`config.mk`:
```
export PLATFORM = sky130hd
export DESIGN_NAME = windowed_valid_sample_average_unit_flat
export DESIGN_NICKNAME = d
export VERILOG_FILES = /design/src/hw/rtl/wsa_pkg.sv /design/src/hw/rtl/wsa_sample_if.sv /design/src/hw/rtl/wsa_result_if.sv /design/src/hw/rtl/wsa_cfg_if.sv /design/src/hw/rtl/wsa_ring.sv /design/src/hw/rtl/wsa_div.sv /design/src/hw/rtl/windowed_valid_sample_average_unit.sv /design/src/flat_wrapper.sv
export VERILOG_INCLUDE_DIRS = /design/src /design/src/hw/rtl
export SDC_FILE = /design/constraint.sdc
export NUM_CORES = 2
export LEC_CHECK = 0
export BUFFER_PORTS_ARGS = -buffer_cell sky130_fd_sc_hd__buf_2
export CELL_PAD_IN_SITES_DETAIL_PLACEMENT = 1
export CELL_PAD_IN_SITES_GLOBAL_PLACEMENT = 2
export CORE_MARGIN = 2
export CORE_UTILIZATION = 49
export CTS_CLUSTER_DIAMETER = 50
export DETAILED_ROUTE_END_ITERATION = 8
export GPL_ROUTABILITY_DRIVEN = 0
export PLACE_DENSITY = 0.78
export REMOVE_ABC_BUFFERS = 1
export SLEW_MARGIN = 0
export SYNTH_ARGS = -nofsm -noshare
export SYNTH_HDL_FRONTEND = slang
export SYNTH_HIERARCHICAL = 1
export SYNTH_SLANG_ARGS = --single-unit
```
`constraint.sdc`:
```
create_clock -name i_clk -period 4.9 [get_ports i_clk]
set_clock_uncertainty 0.1 [all_clocks]
set_input_delay 0.49 -clock i_clk [delete_from_list [all_inputs] [get_ports i_clk]]
set_output_delay 0.49 -clock i_clk [all_outputs]
set_load 0.1 [all_outputs]
```
`src/hw/rtl/windowed_valid_sample_average_unit_assert.svh`:
```
// Assertion macros for the windowed valid-sample average unit.
`ifndef WINDOWED_VALID_SAMPLE_AVERAGE_UNIT_ASSERT_SVH
`define WINDOWED_VALID_SAMPLE_AVERAGE_UNIT_ASSERT_SVH
`ifndef SYNTH
`define WSA_ASSERT_IMP(label, clk, rst_n, ante, cons, msg) \
    label: assert property (@(posedge clk) disable iff (!rst_n) (ante) |-> (cons)) \
        else $error(msg);
`define WSA_ASSERT_NXT(label, clk, rst_n, ante, cons, msg) \
    label: assert property (@(posedge clk) disable iff (!rst_n) (ante) |=> (cons)) \
        else $error(msg);
`else
`define WSA_ASSERT_IMP(label, clk, rst_n, ante, cons, msg)
`define WSA_ASSERT_NXT(label, clk, rst_n, ante, cons, msg)
`endif
`endif

```
`src/hw/rtl/wsa_pkg.sv`:
```
package wsa_pkg;

    localparam int WINDOW_MAX  = 64;
    localparam int SAMPLE_BITS = 16;
    localparam int CFG_BITS    = 7;
    localparam int OUT_BITS    = 7;
    localparam int SLOT_BITS   = $clog2(WINDOW_MAX);
    localparam int LEN_BITS    = $clog2(WINDOW_MAX + 1);
    localparam int SUM_BITS    = SAMPLE_BITS + SLOT_BITS;
    localparam int DIV_BITS    = SUM_BITS;
    localparam int CNT_BITS    = $clog2(DIV_BITS + 1);
    localparam int LEN_RESET   = 10;
    localparam int PCT_SCALE   = 100;

    typedef logic [SLOT_BITS-1:0] t_slot_idx;
    typedef logic [LEN_BITS-1:0]  t_len;

    typedef struct packed {
        logic                   valid;
        logic [SAMPLE_BITS-1:0] value;
    } t_slot;

    typedef enum logic [1:0] {
        S_IDLE,
        S_UPDATE,
        S_START,
        S_DIV
    } t_state;

endpackage

```
`src/hw/rtl/wsa_sample_if.sv`:
```
interface wsa_sample_if;
    import wsa_pkg::*;

    logic                          valid;
    logic                          ready;
    logic signed [SAMPLE_BITS-1:0] temperature;
    logic                          sample_valid;

    modport source (output valid, output temperature, output sample_valid, input ready);
    modport sink   (input valid, input temperature, input sample_valid, output ready);
endinterface

```
`src/hw/rtl/wsa_result_if.sv`:
```
interface wsa_result_if;
    import wsa_pkg::*;

    logic                          valid;
    logic                          ready;
    logic signed [SAMPLE_BITS-1:0] average_temperature;
    logic                          average_defined;
    logic [OUT_BITS-1:0]           percent_valid;
    logic [OUT_BITS-1:0]           samples_held;

    modport source (output valid, output average_temperature, output average_defined,
                    output percent_valid, output samples_held, input ready);
    modport sink   (input valid, input average_temperature, input average_defined,
                    input percent_valid, input samples_held, output ready);
endinterface

```
`src/hw/rtl/wsa_cfg_if.sv`:
```
interface wsa_cfg_if;
    import wsa_pkg::*;

    logic                valid;
    logic                ready;
    logic [CFG_BITS-1:0] window_length;

    modport source (output valid, output window_length, input ready);
    modport sink   (input valid, input window_length, output ready);
endinterface

```
`src/hw/rtl/wsa_ring.sv`:
```
module wsa_ring (
    input  logic             i_clk,
    input  logic             i_wr_en,
    input  wsa_pkg::t_slot_idx i_wr_addr,
    input  wsa_pkg::t_slot   i_wr_data,
    input  logic             i_rd_en,
    input  wsa_pkg::t_slot_idx i_rd_addr,
    output wsa_pkg::t_slot   o_rd_data
);
    import wsa_pkg::*;

    t_slot r_mem [WINDOW_MAX];
    t_slot r_rd_data;

    always_ff @(posedge i_clk) begin
        if (i_wr_en) begin
            r_mem[i_wr_addr] <= i_wr_data;
        end
    end

    always_ff @(posedge i_clk) begin
        if (i_rd_en) begin
            r_rd_data <= r_mem[i_rd_addr];
        end
    end

    assign o_rd_data = r_rd_data;
endmodule

```
`src/hw/rtl/wsa_div.sv`:
```
// Restoring divider, one quotient bit per cycle.
module wsa_div (
    input  logic                          i_clk,
    input  logic                          i_rst_n,
    input  logic                          i_start,
    input  logic [wsa_pkg::DIV_BITS-1:0]  i_dividend,
    input  wsa_pkg::t_len                 i_divisor,
    output logic                          o_busy,
    output logic [wsa_pkg::DIV_BITS-1:0]  o_quotient
);
    import wsa_pkg::*;

    logic                r_busy;
    logic [CNT_BITS-1:0] r_cnt;
    logic [DIV_BITS-1:0] r_quo;
    t_len                r_rem;
    t_len                r_divisor;

    logic [LEN_BITS:0]   w_trial;
    logic [LEN_BITS:0]   w_diff;
    logic                w_ge;

    assign w_trial = {r_rem, r_quo[DIV_BITS-1]};
    assign w_diff  = w_trial - {1'b0, r_divisor};
    assign w_ge    = w_trial >= {1'b0, r_divisor};

    always_ff @(posedge i_clk) begin
        if (!i_rst_n) begin
            r_busy <= 1'b0;
            r_cnt  <= '0;
        end else if (i_start) begin
            r_busy <= 1'b1;
            r_cnt  <= CNT_BITS'(DIV_BITS);
        end else if (r_busy) begin
            r_cnt <= r_cnt - CNT_BITS'(1);
            if (r_cnt == CNT_BITS'(1)) begin
                r_busy <= 1'b0;
            end
        end
    end

    always_ff @(posedge i_clk) begin
        if (i_start) begin
            r_quo     <= i_dividend;
            r_rem     <= '0;
            r_divisor <= i_divisor;
        end else if (r_busy) begin
            r_quo <= {r_quo[DIV_BITS-2:0], w_ge};
            r_rem <= w_ge ? w_diff[LEN_BITS-1:0] : w_trial[LEN_BITS-1:0];
        end
    end

    assign o_busy     = r_busy;
    assign o_quotient = r_quo;
endmodule

```
`src/hw/rtl/windowed_valid_sample_average_unit.sv`:
```
// Channel    Dir  Type           Payload
// i_sample   in   wsa_sample_if  temperature, sample_valid
// o_result   out  wsa_result_if  average_temperature, average_defined,
//                                percent_valid, samples_held
// i_cfg      in   wsa_cfg_if     window_length
//
// i_sample.ready is high only in S_IDLE, so each item runs through S_UPDATE, S_START and S_DIV
// before the next i_sample transfer; o_result.valid rises once S_DIV loads the result register.
// The 22-step bit-serial dividers for mean and percentage run while the state is S_DIV.
// The result register frees the input side: a new item is taken while a result waits.
// A finished result stalls only if the previous one is still not taken.
// Synchronous active-low reset: window_length 10, store empty, both readies low. No clearing pass.
module windowed_valid_sample_average_unit (
    input  logic  i_clk,
    input  logic  i_rst_n,
    wsa_sample_if.sink   i_sample,
    wsa_result_if.source o_result,
    wsa_cfg_if.sink      i_cfg
);
    import wsa_pkg::*;
    `include "windowed_valid_sample_average_unit_assert.svh"

    t_state r_state, n_state;

    logic [CFG_BITS-1:0]           r_window_length;
    t_slot_idx                     r_write_slot, n_write_slot;
    t_len                          r_fill, n_fill;
    logic signed [SUM_BITS-1:0]    r_sum, n_sum;
    t_len                          r_count, n_count;

    logic signed [SAMPLE_BITS-1:0] r_sample;
    logic                          r_valid;
    t_slot_idx                     r_slot;
    logic                          r_neg;

    logic                          r_out_valid, n_out_valid;
    logic signed [SAMPLE_BITS-1:0] r_out_avg;
    logic                          r_out_def;
    logic [OUT_BITS-1:0]           r_out_pct;
    logic [OUT_BITS-1:0]           r_out_held;

    t_len                          w_len;
    t_slot_idx                     w_slot;
    t_len                          w_slot_inc;
    logic                          w_in_xfer;
    logic                          w_cfg_xfer;
    logic                          w_full;
    logic                          w_drop;
    logic                          w_load;
    logic                          w_start;
    logic                          w_can_load;
    logic                          w_wr_en;
    t_slot                         w_rd_data;
    t_slot                         w_wr_data;
    logic signed [SUM_BITS-1:0]    w_old_ext;
    logic signed [SUM_BITS-1:0]    w_new_ext;
    logic [DIV_BITS-1:0]           w_mag;
    logic [DIV_BITS-1:0]           w_pct_num;
    logic [DIV_BITS-1:0]           w_avg_q;
    logic [DIV_BITS-1:0]           w_pct_q;
    logic                          w_avg_busy;
    logic                          w_pct_busy;
    logic [SAMPLE_BITS-1:0]        w_q16;
    logic signed [SAMPLE_BITS-1:0] w_avg;

    // Effective window length: zero acts as one, saturated at WINDOW_MAX.
    always_comb begin
        if (r_window_length == '0) begin
            w_len = t_len'(1);
        end else if (int'(r_window_length) > WINDOW_MAX) begin
            w_len = t_len'(WINDOW_MAX);
        end else begin
            w_len = t_len'(r_window_length);
        end
    end

    assign w_slot     = (t_len'(r_write_slot) >= w_len) ? '0 : r_write_slot;
    assign w_slot_inc = t_len'(r_slot) + t_len'(1);

    assign i_sample.ready = i_rst_n && (r_state == S_IDLE);
    assign i_cfg.ready    = i_rst_n;
    assign w_in_xfer      = i_sample.valid & i_sample.ready;
    assign w_cfg_xfer     = i_cfg.valid & i_cfg.ready;

    wsa_ring u_ring (
        .i_clk     (i_clk),
        .i_wr_en   (w_wr_en),
        .i_wr_addr (r_slot),
        .i_wr_data (w_wr_data),
        .i_rd_en   (w_in_xfer),
        .i_rd_addr (w_slot),
        .o_rd_data (w_rd_data)
    );

    assign w_wr_data.valid = r_valid;
    assign w_wr_data.value = r_sample;

    assign w_full    = r_fill >= w_len;
    assign w_drop    = w_full & w_rd_data.valid;
    assign w_old_ext = w_drop  ? SUM_BITS'($signed(w_rd_data.value)) : '0;
    assign w_new_ext = r_valid ? SUM_BITS'(r_sample) : '0;

    assign w_mag     = r_sum[SUM_BITS-1] ? DIV_BITS'(-r_sum) : DIV_BITS'(r_sum);
    assign w_pct_num = DIV_BITS'(r_count) * DIV_BITS'(PCT_SCALE);

    wsa_div u_div_avg (
        .i_clk      (i_clk),
        .i_rst_n    (i_rst_n),
        .i_start    (w_start),
        .i_dividend (w_mag),
        .i_divisor  (r_count),
        .o_busy     (w_avg_busy),
        .o_quotient (w_avg_q)
    );

    wsa_div u_div_pct (
        .i_clk      (i_clk),
        .i_rst_n    (i_rst_n),
        .i_start    (w_start),
        .i_dividend (w_pct_num),
        .i_divisor  (r_fill),
        .o_busy     (w_pct_busy),
        .o_quotient (w_pct_q)
    );

    assign w_q16 = w_avg_q[SAMPLE_BITS-1:0];
    always_comb begin
        if (r_count == '0) begin
            w_avg = '0;
        end else if (r_neg) begin
            w_avg = -$signed(w_q16);
        end else begin
            w_avg = $signed(w_q16);
        end
    end

    assign w_can_load = !r_out_valid || o_result.ready;

    always_ff @(posedge i_clk) begin
        if (!i_rst_n) begin
            r_state <= S_IDLE;
        end else begin
            r_state <= n_state;
        end
    end

    always_comb begin
        n_state      = r_state;
        n_write_slot = r_write_slot;
        n_fill       = r_fill;
        n_sum        = r_sum;
        n_count      = r_count;
        w_wr_en      = 1'b0;
        w_start      = 1'b0;
        w_load       = 1'b0;
        unique case (r_state)
            S_IDLE: begin
                if (w_in_xfer) begin
                    n_state = S_UPDATE;
                end
            end
            S_UPDATE: begin
                w_wr_en      = 1'b1;
                n_sum        = r_sum - w_old_ext + w_new_ext;
                n_count      = r_count - t_len'(w_drop) + t_len'(r_valid);
                n_fill       = w_full ? r_fill : r_fill + t_len'(1);
                n_write_slot = (w_slot_inc >= w_len) ? '0 : w_slot_inc[SLOT_BITS-1:0];
                n_state      = S_START;
            end
            S_START: begin
                w_start = 1'b1;
                n_state = S_DIV;
            end
            S_DIV: begin
                if (!w_avg_busy && !w_pct_busy && w_can_load) begin
                    w_load  = 1'b1;
                    n_state = S_IDLE;
                end
            end
            default: begin
                n_state = S_IDLE;
            end
        endcase
        if (w_cfg_xfer) begin
            n_write_slot = '0;
            n_fill       = '0;
            n_sum        = '0;
            n_count      = '0;
        end
        if (w_load) begin
            n_out_valid = 1'b1;
        end else if (o_result.ready) begin
            n_out_valid = 1'b0;
        end else begin
            n_out_valid = r_out_valid;
        end
    end

    always_ff @(posedge i_clk) begin
        if (!i_rst_n) begin
            r_window_length <= CFG_BITS'(LEN_RESET);
            r_write_slot    <= '0;
            r_fill          <= '0;
            r_sum           <= '0;
            r_count         <= '0;
            r_out_valid     <= 1'b0;
        end else begin
            if (w_cfg_xfer) begin
                r_window_length <= i_cfg.window_length;
            end
            r_write_slot <= n_write_slot;
            r_fill       <= n_fill;
            r_sum        <= n_sum;
            r_count      <= n_count;
            r_out_valid  <= n_out_valid;
        end
    end

    always_ff @(posedge i_clk) begin
        if (w_in_xfer) begin
            r_sample <= i_sample.temperature;
            r_valid  <= i_sample.sample_valid;
            r_slot   <= w_slot;
        end
        if (w_start) begin
            r_neg <= r_sum[SUM_BITS-1];
        end
        if (w_load) begin
            r_out_avg  <= w_avg;
            r_out_def  <= (r_count != '0);
            r_out_pct  <= w_pct_q[OUT_BITS-1:0];
            r_out_held <= OUT_BITS'(r_fill);
        end
    end

    assign o_result.valid               = r_out_valid;
    assign o_result.average_temperature = r_out_avg;
    assign o_result.average_defined     = r_out_def;
    assign o_result.percent_valid       = r_out_pct;
    assign o_result.samples_held        = r_out_held;

    `WSA_ASSERT_IMP(a_fill_bound, i_clk, i_rst_n, 1'b1, r_fill <= w_len, "fill beyond window")
    `WSA_ASSERT_IMP(a_count_bound, i_clk, i_rst_n, 1'b1, r_count <= r_fill, "valid count above fill")
    `WSA_ASSERT_IMP(a_slot_bound, i_clk, i_rst_n, 1'b1, t_len'(r_write_slot) < w_len, "slot outside window")
    `WSA_ASSERT_NXT(a_accept_update, i_clk, i_rst_n, w_in_xfer, r_state == S_UPDATE, "no update after transfer")
    `WSA_ASSERT_NXT(a_load_valid, i_clk, i_rst_n, w_load, r_out_valid, "result not presented")
endmodule

```
`src/flat_wrapper.sv`:
```
// flat-port wrapper written by rule: the top's interface ports become plain ports
module windowed_valid_sample_average_unit_flat import wsa_pkg::*;
  (i_clk, i_rst_n, i_sample_valid, i_sample_temperature, i_sample_sample_valid, i_sample_ready, o_result_valid, o_result_average_temperature, o_result_average_defined, o_result_percent_valid, o_result_samples_held, o_result_ready, i_cfg_valid, i_cfg_window_length, i_cfg_ready);
  wsa_sample_if i_sample_i ();
  wsa_result_if o_result_i ();
  wsa_cfg_if i_cfg_i ();
  input  logic i_clk;
  input  logic i_rst_n;
  input wire logic [$bits(i_sample_i.valid)-1:0] i_sample_valid;
  input wire logic [$bits(i_sample_i.temperature)-1:0] i_sample_temperature;
  input wire logic [$bits(i_sample_i.sample_valid)-1:0] i_sample_sample_valid;
  output wire logic [$bits(i_sample_i.ready)-1:0] i_sample_ready;
  output wire logic [$bits(o_result_i.valid)-1:0] o_result_valid;
  output wire logic [$bits(o_result_i.average_temperature)-1:0] o_result_average_temperature;
  output wire logic [$bits(o_result_i.average_defined)-1:0] o_result_average_defined;
  output wire logic [$bits(o_result_i.percent_valid)-1:0] o_result_percent_valid;
  output wire logic [$bits(o_result_i.samples_held)-1:0] o_result_samples_held;
  input wire logic [$bits(o_result_i.ready)-1:0] o_result_ready;
  input wire logic [$bits(i_cfg_i.valid)-1:0] i_cfg_valid;
  input wire logic [$bits(i_cfg_i.window_length)-1:0] i_cfg_window_length;
  output wire logic [$bits(i_cfg_i.ready)-1:0] i_cfg_ready;
  assign i_sample_i.valid = i_sample_valid;
  assign i_sample_i.temperature = i_sample_temperature;
  assign i_sample_i.sample_valid = i_sample_sample_valid;
  assign i_sample_ready = i_sample_i.ready;
  assign o_result_valid = o_result_i.valid;
  assign o_result_average_temperature = o_result_i.average_temperature;
  assign o_result_average_defined = o_result_i.average_defined;
  assign o_result_percent_valid = o_result_i.percent_valid;
  assign o_result_samples_held = o_result_i.samples_held;
  assign o_result_i.ready = o_result_ready;
  assign i_cfg_i.valid = i_cfg_valid;
  assign i_cfg_i.window_length = i_cfg_window_length;
  assign i_cfg_ready = i_cfg_i.ready;
  windowed_valid_sample_average_unit u_core (.i_clk(i_clk), .i_rst_n(i_rst_n), .i_sample(i_sample_i), .o_result(o_result_i), .i_cfg(i_cfg_i));
endmodule
```
==> out/results.txt <==
Chip width -> 338 µm
NumNets Final -> 3,559
Total GRT Usage -> 0.252
Initial antenna violation count -> 9
Die ar. -> 114,000 µm²
Final setup fails -> 0
CTS Root Cell -> clkbuf_16
Yosys cell types -> 87
Layout cells sized above 1 -> 0.231
Setup crit end kind -> flip-flop
Leakage -> 0.0206 µW
Fmax -> 211 MHz
Worst setup path class -> reg -> reg
Global-route wire length before repair -> 209,000 µm
#FFs+latches synth -> 1,296
Fin crit share -> 0.968
Layout Cells excl Fill -> 5,013
# clock sinks -> 1,296
Number of synthesized flops with an enable pin -> 1,218
WHS -> 0.0643 ns
DR vias/cell -> 5.98
Hold Path Class -> in -> reg
Synth async-reset ratio -> 0
Peak supply drop -> 0.312 mV
Synth Warn # -> 6
Synthesized area -> 54,600 µm²
Relative slew slack -> 0.134
Number of routed nets with antenna violations -> 0
Input/output buffers -> 62
CTS Buffer Depth -> 3
DR pass1 iterations -> 5
Final Max Slew Viols -> 0
Largest net degree at the start of global routing -> 65
Core area -> 111,000 µm²
CTS Buf Count -> 147
Starting Density -> 0.494
Final setup margin -> 0.155 ns
Cells after DPL -> 4,699
Fin. Hold Viols -> 0
Synth-to-layout area growth -> 14.8%
Post-place setup slack -> -0.172 ns
Final HPWL DP -> 87,100 µm
Max cap viols -> 0
Cells after Synth -> 3,123
Worst Max-Slew Pin Slew -> 1.29 ns
Via count -> 29,960
Mean Syn Cell Area -> 17.5 µm²
H-Tree Depth -> 4
Top Ports -> 63
Insertion delay to the later sink of the worst-skew pair -> 0.75 ns
Arrival time at the worst endpoint -> 5.13 ns
WL per Instance -> 28.1 µm
Crit path max fanout -> 14
Fin Setup TNS -> 0 ns
Power Dens Cells -> 474 nW/µm²
Final core utilization -> 0.567
CP required -> 5.29 ns
Status -> complete, no violations
Most used DFF post-synth -> edfxtp_1
Total wire length -> 141,000 µm
Vias in the first global route -> 31,863
DR iter-0 viols -> 3,025
RSZ-0062 raised after global routing -> yes
Residual DRC -> 0
Height of the die -> 338 µm
Sequential share of the synthesized area -> 0.699
CTS tree -> built
Tmin final -> 4.74 ns
Critical path startpoint category -> flip-flop
# rows -> 122
Reg clk slew, reported paths -> 0.06 ns
Overflow after GRT -> 0
[synth_stat cells, drive strengths merged, types with 18 or more instances]
cell type / number / area, µm²
a211oi: 39 / 328
a21oi: 55 / 275
a221oi: 45 / 407
a22oi: 64 / 480
and2: 27 / 171
and3: 19 / 119
buf: 79 / 601
clkbuf: 70 / 287
dfxtp: 78 / 1560
edfxtp: 1218 / 36600
fa: 26 / 521
ha: 104 / 1300
inv: 115 / 432
mux2: 56 / 631
mux2i: 149 / 1490
mux4: 216 / 4860
nand2: 106 / 398
nand2b: 18 / 120
nand3: 35 / 190
nor2: 190 / 713
nor2b: 50 / 313
nor3: 19 / 100
o21ai: 48 / 244
o31ai: 20 / 155
xnor2: 57 / 499
xor2: 29 / 254
[where the power goes]
| part | switching (µW) | internal, µW |
|---|---|---|
| sequential | 412 | 13000 |
| combinational | 3440 | 2050 |
| clock | 4480 | 6270 |
[layout by cell type, fill, tap and decap left out, drive strengths merged, types with 9 or more instances in the layout]
master and instances:
a211oi 39, a21o 14, a21oi 55, a221oi 45, a22oi 64, a41oi 9
and2 27, and3 19, and4 15, buf 243, bufinv 9, clkbuf 178
clkinv 54, clkinvlp 17, conb 10, dfxtp 78, dlygate4sd3 25, edfxtp 1218
fa 26, ha 104, inv 129, mux2 56, mux2i 149, mux4 216
nand2 106, nand2b 18, nand3 35, nor2 190, nor2b 50, nor3 19
nor3b 15, o21a 15, o21ai 48, o221ai 11, o31ai 20, xnor2 57
xor2 29
[area by class of cell]
type | instances | area [µm²]
repair buffers | 268 | 2160
clock inverters | 93 | 818
multi-input cells | 1571 | 15300
well taps | 1488 | 1860
fillers | 9999 | 47800
flip-flops and latches | 1296 | 38100
clock buffers | 178 | 3950
inverters | 116 | 435
diodes | 3 | 7.51
[per-layer routing]
metal	vias to the layer above	global-route usage	wire length (µm)
met3	245	0.0324	7460
li1	12941	-	-
met5	-	0	35
met4	6	0.0941	4890
met2	975	0.426	70500
met1	15793	0.335	58000
[registers in the layout, summed over array words and instances, names as in the netlist, 16 cells and up]
register	flops
u_core/u_ring/o_rd_data	17
u_core/u_div_avg/o_quotient	22
u_core/o_result.average_temperature	16
u_core/u_ring/r_mem	1088
u_core/r_sample	16
u_core/u_div_pct/o_quotient	22
u_core/r_sum	22
[metrics by stage]
stage	total power [µW]	cell area [µm²]
final	29700	62700
after global routing	30900	62700
after CTS	29900	62400
after floorplan	17500	53700
after global placement	18800	57400
after detailed placement	19100	57400
[critical path, cell delays in order, from the launching register on]
cell and delay (ns):
dfxtp_1 0.31, nor3_1 0.25, a21oi_1 0.10, nor2_1 0.13, buf_4 0.14, ha_1 0.21
nand2b_1 0.14, a21o_1 0.18, a21oi_1 0.17, nor2b_1 0.06, o21ai_0 0.15, a211o_1 0.22
and2_4 0.20, buf_4 0.20, buf_12 0.18, buf_12 0.12, mux4_2 0.52, mux2i_1 0.31
a22oi_1 0.29, o221ai_1 0.35, a211oi_2 0.14
[cells by family (layout without fill, tap and decap cells)]
kind of cell	Yosys count	in the layout	synth area share
DFF	1296	1296	0.699
and+or+nand+nor	543	543	0.0499
muxes	421	421	0.128
AOI/OAI and AO/OA	381	381	0.0519
buffers and inverters	265	655	0.0242
adders and majority gates	130	130	0.0334
xor gates and xnor gates	86	86	0.0138
other	1	13	0.0000687
[what timing repair did]
action                     CTS  global route
setup endpoints to repair    5            22
hold buffers                25             0
pin swaps                    0             3
resized for setup            4            19
hold endpoints to repair    25             0
buffers inserted             0            15
[final timing paths]
kind | startpoint | to | slack [ns] | cells after the start
min | i_rst_n | u_core/r_window_length[1] | 0.06 | 2
max reg2reg | u_core/r_window_length[1] | u_core/u_ring/o_rd_data[15] | 0.16 | 20
min reg2reg | u_core/u_div_pct/o_quotient[1] | u_core/o_result.percent_valid[1] | 0.35 | 0
max | u_core/r_window_length[1] | u_core/u_ring/o_rd_data[15] | 0.16 | 20
Power figures use the tool's default switching activity.
